**config.mk**
```make
export PLATFORM = sky130hd
export DESIGN_NAME = swipe_gesture_classifier
export DESIGN_NICKNAME = d
export VERILOG_FILES = /design/src/swg_pkg.sv /design/src/swipe_gesture_classifier.sv /design/src/swg_in_reg.sv /design/src/swg_core.sv
export VERILOG_INCLUDE_DIRS = /design/src /design/src/src
export SDC_FILE = /design/constraint.sdc
export NUM_CORES = 1
export LEC_CHECK = 0
export CORE_UTILIZATION = 35
export CTS_CLUSTER_DIAMETER = 60
export DETAILED_ROUTE_END_ITERATION = 6
export DONT_BUFFER_PORTS = 1
export GPL_ROUTABILITY_DRIVEN = 0
export SLEW_MARGIN = 5
export SYNTH_ARGS = -nofsm -noshare
export SYNTH_HDL_FRONTEND = slang
export SYNTH_SLANG_ARGS = --single-unit
```
**constraint.sdc**
```tcl
create_clock -name clk_i -period 3.6 [get_ports clk_i]
set_input_delay 0.18 -clock clk_i [delete_from_list [all_inputs] [get_ports clk_i]]
set_output_delay 0.18 -clock clk_i [all_outputs]
set_load 0.005 [all_outputs]
```
**src/swipe_gesture_classifier_assert.svh**
```systemverilog
// ----------------------------------------------------------------------------
// Assertion macros for the swipe gesture classifier
// Clocked concurrent checks on clk_i, with or without the reset qualifier.
// ----------------------------------------------------------------------------
`ifndef SWIPE_GESTURE_CLASSIFIER_ASSERT_SVH
`define SWIPE_GESTURE_CLASSIFIER_ASSERT_SVH

// Check that is switched off while rst_ni is low.
`define SWG_ASSERT(name, prop, msg) \
  name: assert property (@(posedge clk_i) disable iff (!rst_ni) (prop)) else $error(msg);

// Check that also holds while rst_ni is low.
`define SWG_ASSERT_ALWAYS(name, prop, msg) \
  name: assert property (@(posedge clk_i) (prop)) else $error(msg);

`endif

```
**src/swg_pkg.sv**
```systemverilog
// ----------------------------------------------------------------------------
// swg_pkg
// Types and constants shared by the swipe gesture classifier modules.
// ----------------------------------------------------------------------------
package swg_pkg;

  localparam int unsigned LevelWidth  = 8;
  localparam int unsigned CountWidth  = 8;
  localparam int unsigned ThrWidth    = 8;
  localparam int unsigned GestWidth   = 3;
  localparam int unsigned InDataWidth = 4 * LevelWidth;
  localparam int unsigned OutDataWidth = 8;
  localparam logic [ThrWidth-1:0] ThrReset = ThrWidth'(13);

  typedef enum logic [GestWidth-1:0] {
    GESTURE_NONE  = 3'd0,
    GESTURE_UP    = 3'd1,
    GESTURE_DOWN  = 3'd2,
    GESTURE_LEFT  = 3'd3,
    GESTURE_RIGHT = 3'd4
  } gesture_e;

  typedef logic [CountWidth-1:0] count_t;

  // One input point or event
  typedef struct packed {
    logic                  mode;       // 1 = no-data event
    logic [LevelWidth-1:0] up_level;
    logic [LevelWidth-1:0] down_level;
    logic [LevelWidth-1:0] left_level;
    logic [LevelWidth-1:0] right_level;
    logic                  batch_end;
  } swg_item_t;

  // Per-item outcome of the classifier
  typedef struct packed {
    logic     emit;
    gesture_e gesture;
  } swg_result_t;

  // Classifier state summary
  typedef struct packed {
    logic all_clear;  // all four counters zero
    logic dropping;
  } swg_status_t;

  function automatic count_t sat_inc(input count_t c);
    sat_inc = (&c) ? c : c + count_t'(1);
  endfunction

endpackage

```
**src/swipe_gesture_classifier.sv**
```systemverilog
// ----------------------------------------------------------------------------
// swipe_gesture_classifier
// Swipe classifier for batched four-photodiode gesture points.
// ----------------------------------------------------------------------------
// Points enter on the slave stream, one per beat, and pass an input register,
// the classification logic and an output register. The block takes
// one beat per cycle when the master side keeps tready high. Each point
// forms v = up - down and h = left - right and tests them against +/- the
// threshold register; an edge against a nonzero opposite counter reports
// a swipe, clears the counters and skips the rest of the batch. A batch
// that ends with no swipe reports none (code 0), and a no-data event
// (tuser high) clears the counters and reports none. Points that neither
// decide nor end a batch produce no output beat. The threshold (reset 13)
// may only be written while the block is idle.
module swipe_gesture_classifier (
  input  logic                             clk_i,
  input  logic                             rst_ni,
  // Threshold register write
  input  logic                             cfg_we_i,
  input  logic [swg_pkg::ThrWidth-1:0]     cfg_wdata_i,
  // Point stream
  input  logic                             s_axis_tvalid,
  output logic                             s_axis_tready,
  input  logic [swg_pkg::InDataWidth-1:0]  s_axis_tdata,   // up, down, left, right
  input  logic                             s_axis_tlast,   // batch_end
  input  logic                             s_axis_tuser,   // mode: 1 = no-data event
  // Gesture stream
  output logic                             m_axis_tvalid,
  input  logic                             m_axis_tready,
  output logic [swg_pkg::OutDataWidth-1:0] m_axis_tdata    // gesture, zero padded
);
  import swg_pkg::*;

  logic [ThrWidth-1:0] thr_q;
  swg_item_t           in_item, held_item;
  logic                held_valid;
  logic                fire;
  swg_result_t         result;
  swg_status_t         status;
  logic                out_valid_q, out_valid_d;
  gesture_e            gest_q;

  // Threshold register
  always_ff @(posedge clk_i or negedge rst_ni) begin
    if (!rst_ni) begin
      thr_q <= ThrReset;
    end else if (cfg_we_i) begin
      thr_q <= cfg_wdata_i;
    end
  end

  // Unpack the input beat, lowest field first
  assign in_item.mode        = s_axis_tuser;
  assign in_item.up_level    = s_axis_tdata[LevelWidth-1:0];
  assign in_item.down_level  = s_axis_tdata[2*LevelWidth-1:LevelWidth];
  assign in_item.left_level  = s_axis_tdata[3*LevelWidth-1:2*LevelWidth];
  assign in_item.right_level = s_axis_tdata[4*LevelWidth-1:3*LevelWidth];
  assign in_item.batch_end   = s_axis_tlast;

  swg_in_reg u_in_reg (
    .clk_i        (clk_i),
    .rst_ni       (rst_ni),
    .in_valid_i   (s_axis_tvalid),
    .in_ready_o   (s_axis_tready),
    .in_item_i    (in_item),
    .take_i       (fire),
    .held_valid_o (held_valid),
    .held_item_o  (held_item)
  );

  // Advance whenever the output register is free or being drained
  assign fire = held_valid && (!out_valid_q || m_axis_tready);

  swg_core u_core (
    .clk_i    (clk_i),
    .rst_ni   (rst_ni),
    .fire_i   (fire),
    .item_i   (held_item),
    .thr_i    (thr_q),
    .result_o (result),
    .status_o (status)
  );

  // Output register
  always_comb begin
    out_valid_d = out_valid_q;
    if (fire) begin
      out_valid_d = result.emit;
    end else if (m_axis_tready) begin
      out_valid_d = 1'b0;
    end
  end

  always_ff @(posedge clk_i or negedge rst_ni) begin
    if (!rst_ni) begin
      out_valid_q <= 1'b0;
    end else begin
      out_valid_q <= out_valid_d;
    end
  end

  always_ff @(posedge clk_i) begin
    if (fire && result.emit) begin
      gest_q <= result.gesture;
    end
  end

  assign m_axis_tvalid = out_valid_q;
  assign m_axis_tdata  = {{(OutDataWidth-GestWidth){1'b0}}, gest_q};

`include "swipe_gesture_classifier_assert.svh"

  // A no-data event leaves counters clear and the drop flag low
  `SWG_ASSERT(a_nodata_clears, (fire && held_item.mode) |=> (status.all_clear && !status.dropping), "no-data event did not clear state")
  // A swipe mid-batch starts dropping the rest of the batch
  `SWG_ASSERT(a_swipe_drops, (fire && !held_item.mode && !status.dropping && result.gesture != GESTURE_NONE && !held_item.batch_end) |=> status.dropping, "swipe did not start batch drop")
  // Backpressure on the input only comes from a held beat
  `SWG_ASSERT_ALWAYS(a_ready_full, !s_axis_tready |-> held_valid, "input stalled while empty")

endmodule

```
**src/swg_in_reg.sv**
```systemverilog
// ----------------------------------------------------------------------------
// swg_in_reg
// Input register stage: captures one beat, holds it until the core takes it.
// ----------------------------------------------------------------------------
module swg_in_reg (
  input  logic               clk_i,
  input  logic               rst_ni,
  input  logic               in_valid_i,
  output logic               in_ready_o,
  input  swg_pkg::swg_item_t in_item_i,
  input  logic               take_i,      // core consumes the held beat
  output logic               held_valid_o,
  output swg_pkg::swg_item_t held_item_o
);
  import swg_pkg::*;

  logic      valid_q, valid_d;
  swg_item_t item_q;
  logic      load;

  assign in_ready_o = !valid_q || take_i;
  assign load       = in_valid_i && in_ready_o;

  always_comb begin
    valid_d = valid_q;
    if (load) begin
      valid_d = 1'b1;
    end else if (take_i) begin
      valid_d = 1'b0;
    end
  end

  always_ff @(posedge clk_i or negedge rst_ni) begin
    if (!rst_ni) begin
      valid_q <= 1'b0;
    end else begin
      valid_q <= valid_d;
    end
  end

  always_ff @(posedge clk_i) begin
    if (load) begin
      item_q <= in_item_i;
    end
  end

  assign held_valid_o = valid_q;
  assign held_item_o  = item_q;

endmodule

```
**src/swg_core.sv**
```systemverilog
// ----------------------------------------------------------------------------
// swg_core
// Direction counters, drop flag and the per-point swipe decision.
// ----------------------------------------------------------------------------
module swg_core (
  input  logic                         clk_i,
  input  logic                         rst_ni,
  input  logic                         fire_i,   // item leaves the input stage
  input  swg_pkg::swg_item_t           item_i,
  input  logic [swg_pkg::ThrWidth-1:0] thr_i,
  output swg_pkg::swg_result_t         result_o,
  output swg_pkg::swg_status_t         status_o
);
  import swg_pkg::*;

  localparam int unsigned DiffWidth = LevelWidth + 2;

  count_t up_q, down_q, left_q, right_q;
  count_t up_d, down_d, left_d, right_d;
  logic   drop_q, drop_d;

  logic signed [DiffWidth-1:0] v_diff, h_diff, thr_pos, thr_neg;
  logic v_pos, v_neg, h_pos, h_neg;
  gesture_e gest;

  assign v_diff  = $signed({2'b00, item_i.up_level}) - $signed({2'b00, item_i.down_level});
  assign h_diff  = $signed({2'b00, item_i.left_level}) - $signed({2'b00, item_i.right_level});
  assign thr_pos = $signed({2'b00, thr_i});
  assign thr_neg = -thr_pos;

  assign v_pos = v_diff > thr_pos;
  assign v_neg = v_diff < thr_neg;
  assign h_pos = h_diff > thr_pos;
  assign h_neg = h_diff < thr_neg;

  // Checks run in order; each pair is mutually exclusive, so a counter
  // bumped by the first of a pair is never tested by the second.
  always_comb begin
    gest   = GESTURE_NONE;
    up_d   = up_q;
    down_d = down_q;
    left_d = left_q;
    right_d = right_q;
    if (v_pos) begin
      if (down_q != '0) gest = GESTURE_DOWN;
      else              up_d = sat_inc(up_q);
    end
    if (v_neg && gest == GESTURE_NONE) begin
      if (up_q != '0) gest = GESTURE_UP;
      else            down_d = sat_inc(down_q);
    end
    if (h_pos && gest == GESTURE_NONE) begin
      if (right_q != '0) gest = GESTURE_RIGHT;
      else               left_d = sat_inc(left_q);
    end
    if (h_neg && gest == GESTURE_NONE) begin
      if (left_q != '0) gest = GESTURE_LEFT;
      else              right_d = sat_inc(right_q);
    end
  end

  count_t up_n, down_n, left_n, right_n;

  always_comb begin
    up_n     = up_q;
    down_n   = down_q;
    left_n   = left_q;
    right_n  = right_q;
    drop_d   = drop_q;
    result_o = '{emit: 1'b0, gesture: GESTURE_NONE};
    if (item_i.mode) begin
      up_n = '0; down_n = '0; left_n = '0; right_n = '0;
      drop_d   = 1'b0;
      result_o = '{emit: 1'b1, gesture: GESTURE_NONE};
    end else if (drop_q) begin
      if (item_i.batch_end) drop_d = 1'b0;
    end else if (gest != GESTURE_NONE) begin
      up_n = '0; down_n = '0; left_n = '0; right_n = '0;
      drop_d   = !item_i.batch_end;
      result_o = '{emit: 1'b1, gesture: gest};
    end else begin
      up_n    = up_d;
      down_n  = down_d;
      left_n  = left_d;
      right_n = right_d;
      result_o = '{emit: item_i.batch_end, gesture: GESTURE_NONE};
    end
  end

  always_ff @(posedge clk_i or negedge rst_ni) begin
    if (!rst_ni) begin
      up_q    <= '0;
      down_q  <= '0;
      left_q  <= '0;
      right_q <= '0;
      drop_q  <= 1'b0;
    end else if (fire_i) begin
      up_q    <= up_n;
      down_q  <= down_n;
      left_q  <= left_n;
      right_q <= right_n;
      drop_q  <= drop_d;
    end
  end

  assign status_o.all_clear = (up_q == '0) && (down_q == '0) &&
                              (left_q == '0) && (right_q == '0);
  assign status_o.dropping  = drop_q;

endmodule

```
==> results of run 1 <==
==> worst max-delay path by stage <==
stage / from / to / slack, ps / cells past startpoint
finish: u_in_reg.held_item_o[1] / u_core.up_q[3] / -150 / 14
global route: u_in_reg.held_item_o[1] / u_core.up_q[3] / -320 / 14
CTS: u_in_reg.held_item_o[25] / u_core.right_q[5] / -120 / 18
detailed placement: u_in_reg.held_item_o[25] / gest_q[0] / -340 / 17
global placement: u_in_reg.held_item_o[25] / gest_q[0] / -300 / 17
floorplan: u_in_reg.held_item_o[25] / u_core.up_q[3] / 8 / 17
==> cells in the final DEF, fill, tap and decap left out, drive strengths merged, types with 3 or more instances in the layout <==
cell / count
nand3b: 3
buf: 66
o31ai: 9
a31oi: 4
nor2b: 5
nor4: 6
a32oi: 4
inv: 44
xnor2: 19
and3: 9
o22ai: 5
xor2: 6
or3: 4
clkbuf: 14
or4: 6
o2111ai: 5
and2: 3
nand4: 7
mux2i: 3
dfstp: 3
ha: 59
dlygate4sd3: 45
a211oi: 5
o21a: 11
dfrtp: 40
nand3: 24
a21o: 7
nand4b: 3
o21ai: 27
nor3: 9
edfxtp: 37
nand2: 35
nor2: 31
nand2b: 6
and4: 3
a21oi: 27
conb: 5
nor3b: 3
==> repair_timing <==
item / CTS / global route
setup endpoints to repair: 37 / 40
hold buffers: 46 / 0
cloned: 0 / 0
endpoints found under the hold margin: 86 / 0
pin swaps: 28 / 55
buffers inserted: 12 / 6
resized for setup: 54 / 85
==> cells in the mapped netlist, types with 9 or more instances <==
library cell and n:
edfxtp_1 37, nand3_1 23, o21ai_0 24, dfrtp_1 40, nor2_1 31, o21a_1 11, ha_1 59, o31ai_1 9
xnor2_1 19, a21oi_1 26, inv_1 44, nor3_1 9, nand2_1 35
==> worst max-delay path: cells and delay by family, from the launching register on <==
kind            cells  cell delay, ps
fa+ha+maj           3             900
flops               1             420
simple gates        6            1400
compound gates      5             930
==> through the flow <==
step | cell area [sq um] | power [mW] | util (%) | std cells
after floorplan | 5290 | 2.13 | - | 519
after global placement | 5800 | 2.60 | 39.9 | 738
after detailed placement | 5800 | 2.65 | 39.9 | 738
after CTS | 6920 | 4.00 | 47.6 | 812
after global routing | 7400 | 4.62 | 50.9 | 816
final | 7400 | 4.35 | 50.9 | 816
==> flip-flops by register name (all words and copies together), names as in the netlist <==
signal and cells:
gest_q 3, m_axis_tvalid 1, thr_q 8, u_core.down_q 8, u_core.drop_q 1, u_core.left_q 8, u_core.right_q 8, u_core.up_q 8
u_in_reg.held_item_o 34, u_in_reg.held_valid_o 1
==> final cells by class <==
cell class / count / area share, %
repair buffers: 111 / 14.2
multi-input cells: 381 / 46.9
flip-flops and latches: 80 / 29.6
clock buffers: 14 / 3.85
well taps: 184 / 3.11
inverters: 44 / 2.23
clock inverters: 2 / 0.152
==> metal layers <==
layer,track usage (%),wire length [microns],vias up
met5,0,0,-
met4,4.25,151,0
met3,3.36,378,17
met2,28.3,6700,82
met1,19.7,5580,2134
li1,-,-,2122
==> cell families after synthesis <==
kind of cell / share of synthesized area [%]
and+or+nand+nor: 17.2
AOI/OAI and AO/OA: 16.5
DFF: 41.9
adders and majority gates: 14.9
buffers and inverters: 4.74
xor gates and xnor gates: 4.19
muxes: 0.574
other: 0.0717
==> where the power goes <==
group / switching, mW / total, mW / internal (mW)
logic: 1.18 / 2.28 / 1.10
clock network: 0.366 / 0.911 / 0.545
registers: 0.0876 / 1.16 / 1.07
total: 1.63 / 4.35 / 2.72
==> results.yml, run 1 <==
status:
  status: "complete, but fails checks"
  violations: "negative setup slack"
global_route:
  antenna_found_initial: 0
  grt_pass1_vias: 4294
  grt_pass1_wl_mm: 20.2
  grt-ovfl-total: 0
  grt_max_degree: 44
  grtUsageTotal_pct: 16.1
synthesis:
  synth_top_area_share_pct: 21.2
  ys_ff_latch: 80
  async_reset_ff_share_pct: 53.8
  synth_area_sq_um: 5230
  ys_seq_area_share_pct: 41.9
  ys_types: 73
  syn_inst: 515
  synth-edff-count: 37
  avgSynthCellArea_sq_um: 10.2
  ys_top_cells_by_area: "edfxtp_1 21%, dfrtp_1 19%, ha_1 14%"
  synth_ff_type: "dfrtp_1"
  synth_warnings: 0
  synth_top_area_cell: "edfxtp_1"
timing:
  grt_setup_unrepaired: "true"
  fin_worst_skew_ps: 7.69
  period_needed_ps: 3750
  fin_ws_ps: -146
  slew_viol_final: 0
  worst_pin_slew_ps: 606
  holdWs_ps: 117
  fin_crit_sh_pct: 104
  finalSetupTns_ps: -1300
  maxSlewHeadroom_pct: 59.2
  setup_viol: 20
  hold_viol_final: 0
  fmax_ghz: 0.267
power_and_ir_drop:
  leakage_nw: 3.04
  p_per_area_nw_per_um2: 588
  peakVddDrop_mv: 0.307
clock_network:
  clk_pin_slew_ps: 60
  cts-root-buf: "clkbuf_16"
  cts_buffers: 9
  cts_num_sinks: 80
  cts_tree: "built"
  insertion_delay_ps: 350
  clockBufferDepth: 2
  h-tree-depth: 3
routing:
  route.detailed.drc: 0
  first_iter_violations: 168
  vias: 4355
  routed_wl_mm: 12.8
  wl_per_cell_microns: 15.7
  via_per_inst: 5.34
  drt-pass1-iter-count: 4
  drtAntennaViolNets: 0
floorplanning:
  io_pins: 57
  num_rows: 44
  dieArea_sq_um: 15400
  die_w_microns: 124
  start_util_pct: 36.0
  die-height_microns: 124
  core_area_sq_um: 14500
worst_setup_path:
  path_class: "register to register"
  cpMaxStageDelayCell: "or4_4"
  path_cells: "ha_4 > fa_2 > nor2b_4 > o2111ai_2 > a21oi_2 > nor2_2 > ha_1 > or2b_1 > o2111ai_2 > a21oi_2 > nor2_1 > or2_2 > or4_4 > o31ai_2"
  cp-end-kind: "register"
  required_ps: 3860
  regToRegEndpoint: "u_core.up_q[3]"
  reg2reg_depth: 14
  slowest_delay_ps: 560
  rrSetupSlack_ps: -150
  cp_data_arrival_time_ps: 4000
  critPathMaxFanout: 6
  critPathLaunchType: "register"
  rr_startpoint: "u_in_reg.held_item_o[1]"
placement:
  place_ws_ps: -343
  dp_hpwl_mm: 8.62
  port-buffer-count: 0
worst_hold_path:
  hp-class: "primary input to register"
  min_from: "m_axis_tready"
  hold_depth: 2
  whs_endpoint: "m_axis_tvalid"
layout:
  diodes: 0
  nets: 735
  fillerInstances: 1293
  final-seq-area_sq_um: 2190
  drive_gt1_share_pct: 30.2
  multi_input_area_sq_um: 3470
  area_delta_synth_final_pct: 41.5
job:
  cap_violations: 0
(Power assumes the default switching activity.)
==> run 2: changes to the inputs <==
SKIP_LAST_GASP = 1   (was default)
==> run 2 against run 1 <==
  * The flow still finishes with violations (negative setup slack)
  * Final cell count rose by 0.37%
  * Sequential cell count did not move
  * Count of clock-buffer cells in the layout did not move
  * Register-to-register slack got worse by 40 ps
  * Critical path depth rose by 2
  * Die area did not move
  * Hold slack got worse by 6.2 ps
  * Non-clock buffer count rose by 3
  * Clock power barely moved
  * Power fell by 1.4%
  * Largest cell class unchanged
==> results.yml, run 2 (same netlist as run 1, synthesis figures left out) <==
power_and_ir_drop:
  peakVddDrop_mv: 0.307
  p_seq_share_pct: 27.0
  leakage_nw: 3.02
  clkPwrFrac_pct: 21.2
  power_switching_mw: 1.59
  switching_share_pct: 37.0
  power_mw: 4.30
  p_int_mw: 2.71
  p_per_area_nw_per_um2: 589
  combPwrFrac_pct: 51.8
worst_setup_path:
  rr_startpoint: "u_in_reg.held_item_o[26]"
  reg2reg_depth: 16
  regToRegEndpoint: "gest_q[0]"
  slowest_delay_ps: 400
  critPathMaxFanout: 3
  path_class: "register to register"
  critPathLaunchType: "register"
  rrSetupSlack_ps: -190
  cp_data_arrival_time_ps: 3920
  required_ps: 3730
  crit_family: "compound AO/OA/AOI/OAI gates"
  cp-end-kind: "register"
  cpMaxStageDelayCell: "a2111oi_4"
  path_cells: "buf_4 > buf_4 > fa_2 > a211oi_2 > nor2_2 > o21a_1 > inv_2 > ha_4 > or3b_4 > a211oi_4 > and4b_2 > buf_6 > o21ai_4 > buf_6 > buf_6 > a2111oi_4"
  crit_buf_inv: 6
  crit_top_cell: "buf_6"
status:
  violations: "negative setup slack"
  status: "complete, but fails checks"
timing:
  fin_ws_ps: -189
  worst_pin_slew_ps: 635
  fmax_ghz: 0.264
  maxSlewHeadroom_pct: 57.3
  grt_setup_unrepaired: "true"
  period_needed_ps: 3790
  fin_worst_skew_ps: 7.63
  hold_viol_final: 0
  fin_crit_sh_pct: 105
  slew_viol_final: 0
  setup_viol: 38
floorplanning:
  die_w_microns: 124
  io_pins: 57
  die-height_microns: 124
  num_rows: 44
  start_util_pct: 36.0
  core_area_sq_um: 14500
  dieArea_sq_um: 15400
routing:
  vias: 4360
  routed_wl_mm: 12.7
  drt-pass1-iter-count: 4
  via_per_inst: 5.32
  drtAntennaViolNets: 0
  wl_per_cell_microns: 15.5
  first_iter_violations: 141
  route.detailed.drc: 0
worst_hold_path:
  whs_endpoint: "m_axis_tvalid"
  hp-class: "primary input to register"
  min_from: "m_axis_tready"
  hold_depth: 2
global_route:
  met1_usage_pct: 19.7
  grt_pass1_vias: 4273
  busiest_layer: "met2"
  antenna_found_initial: 0
  grt_max_degree: 44
  grt-ovfl-total: 0
  grt_pass1_wl_mm: 20.1
  grtUsageTotal_pct: 16.0
  gr-usage-met3_pct: 3.36
  use_met2_pct: 28.1
layout:
  final_cells: 819
  largest_reg_flops: 34
  drive_gt1_share_pct: 29.6
  area_delta_synth_final_pct: 39.5
  diodes: 0
  stdcell_area_sq_um: 7300
  nets: 738
  fin_util_pct: 50.2
  layout_commonest_cell: "ha_1"
  mostFrequentLayoutCells: "54 x ha_1, 51 x buf_4, 45 x dlygate4sd3_1, 41 x inv_1, 40 x dfrtp_1"
clock_network:
  insertion_delay_ps: 350
  cts_buffers: 9
  clk_pin_slew_ps: 60
  clockBufferDepth: 2
  cts-root-buf: "clkbuf_16"
  cts_tree: "built"
  h-tree-depth: 3
  cts_num_sinks: 80
placement:
  port-buffer-count: 0
  placed_cell_area_sq_um: 5800
  dp_hpwl_mm: 8.62
  dp.cells: 738
job:
  cap_violations: 0
==> run 2: stage by stage <==
step                      hold WS [ps]  setup TNS (ps)  setup slack, ps
after floorplan                   -116               0             8.42
after global placement            -113           -2630             -296
after detailed placement          -113           -5450             -343
after CTS                          101           -1200             -119
after global routing               152           -9080             -342
final                              111           -3430             -189
==> run 2: timing repair <==
action / CTS / global route
pin swaps: 28 / 58
hold endpoints to repair: 86 / 0
hold buffers: 46 / 0
buffers inserted: 12 / 9
resized for setup: 51 / 72
cloned: 0 / 0
endpoints found under the setup margin: 37 / 40
==> run 2: area by class of cell <==
| type | count | area [sq um] |
|---|---|---|
| clock buffers | 14 | 285 |
| well taps | 184 | 230 |
| multi-input cells | 381 | 3350 |
| fillers | 1292 | 7240 |
| inverters | 44 | 165 |
| clock inverters | 2 | 11.3 |
| flip-flops and latches | 80 | 2190 |
| repair buffers | 114 | 1070 |
==> run 2: worst register-to-register path, stage by stage, from the launching register on <==
cell	delay (ps)
edfxtp_1	390
buf_4	150
buf_4	120
fa_2	360
a211oi_2	260
nor2_2	80
o21a_1	230
inv_2	90
ha_4	130
or3b_4	390
a211oi_4	250
and4b_2	310
buf_6	120
o21ai_4	70
buf_6	140
buf_6	110
a2111oi_4	400
==> run 2: power by group through the flow <==
| stage | combinational, mW | sequential (mW) | clock (mW) |
|---|---|---|---|
| final | 2.22 | 1.16 | 0.911 |
| after global routing | 2.41 | 1.17 | 0.971 |
| after CTS | 1.89 | 1.15 | 0.934 |
| after detailed placement | 1.48 | 1.17 | 0 |
| after global placement | 1.44 | 1.16 | 0 |
| after floorplan | 0.984 | 1.15 | 0 |
==> run 2: how the worst max path moves through the flow <==
stage | start | end | cells after the start | slack [ps]
3_5_place_dp | u_in_reg.held_item_o[25] | gest_q[0] | 17 | -340
3_3_place_gp | u_in_reg.held_item_o[25] | gest_q[0] | 17 | -300
5_1_grt | u_in_reg.held_item_o[25] | u_core.down_q[4] | 18 | -340
2_1_floorplan | u_in_reg.held_item_o[25] | u_core.up_q[3] | 17 | 8
6_report | u_in_reg.held_item_o[26] | gest_q[0] | 16 | -190
4_1_cts | u_in_reg.held_item_o[25] | u_core.right_q[5] | 18 | -120
==> run 2: per-layer routing <==
metal | routed length (microns) | part of all wire (%)
met1 | 5470 | 43
met2 | 6570 | 52
met3 | 425 | 3.4
met4 | 219 | 1.7
met5 | 0 | 0
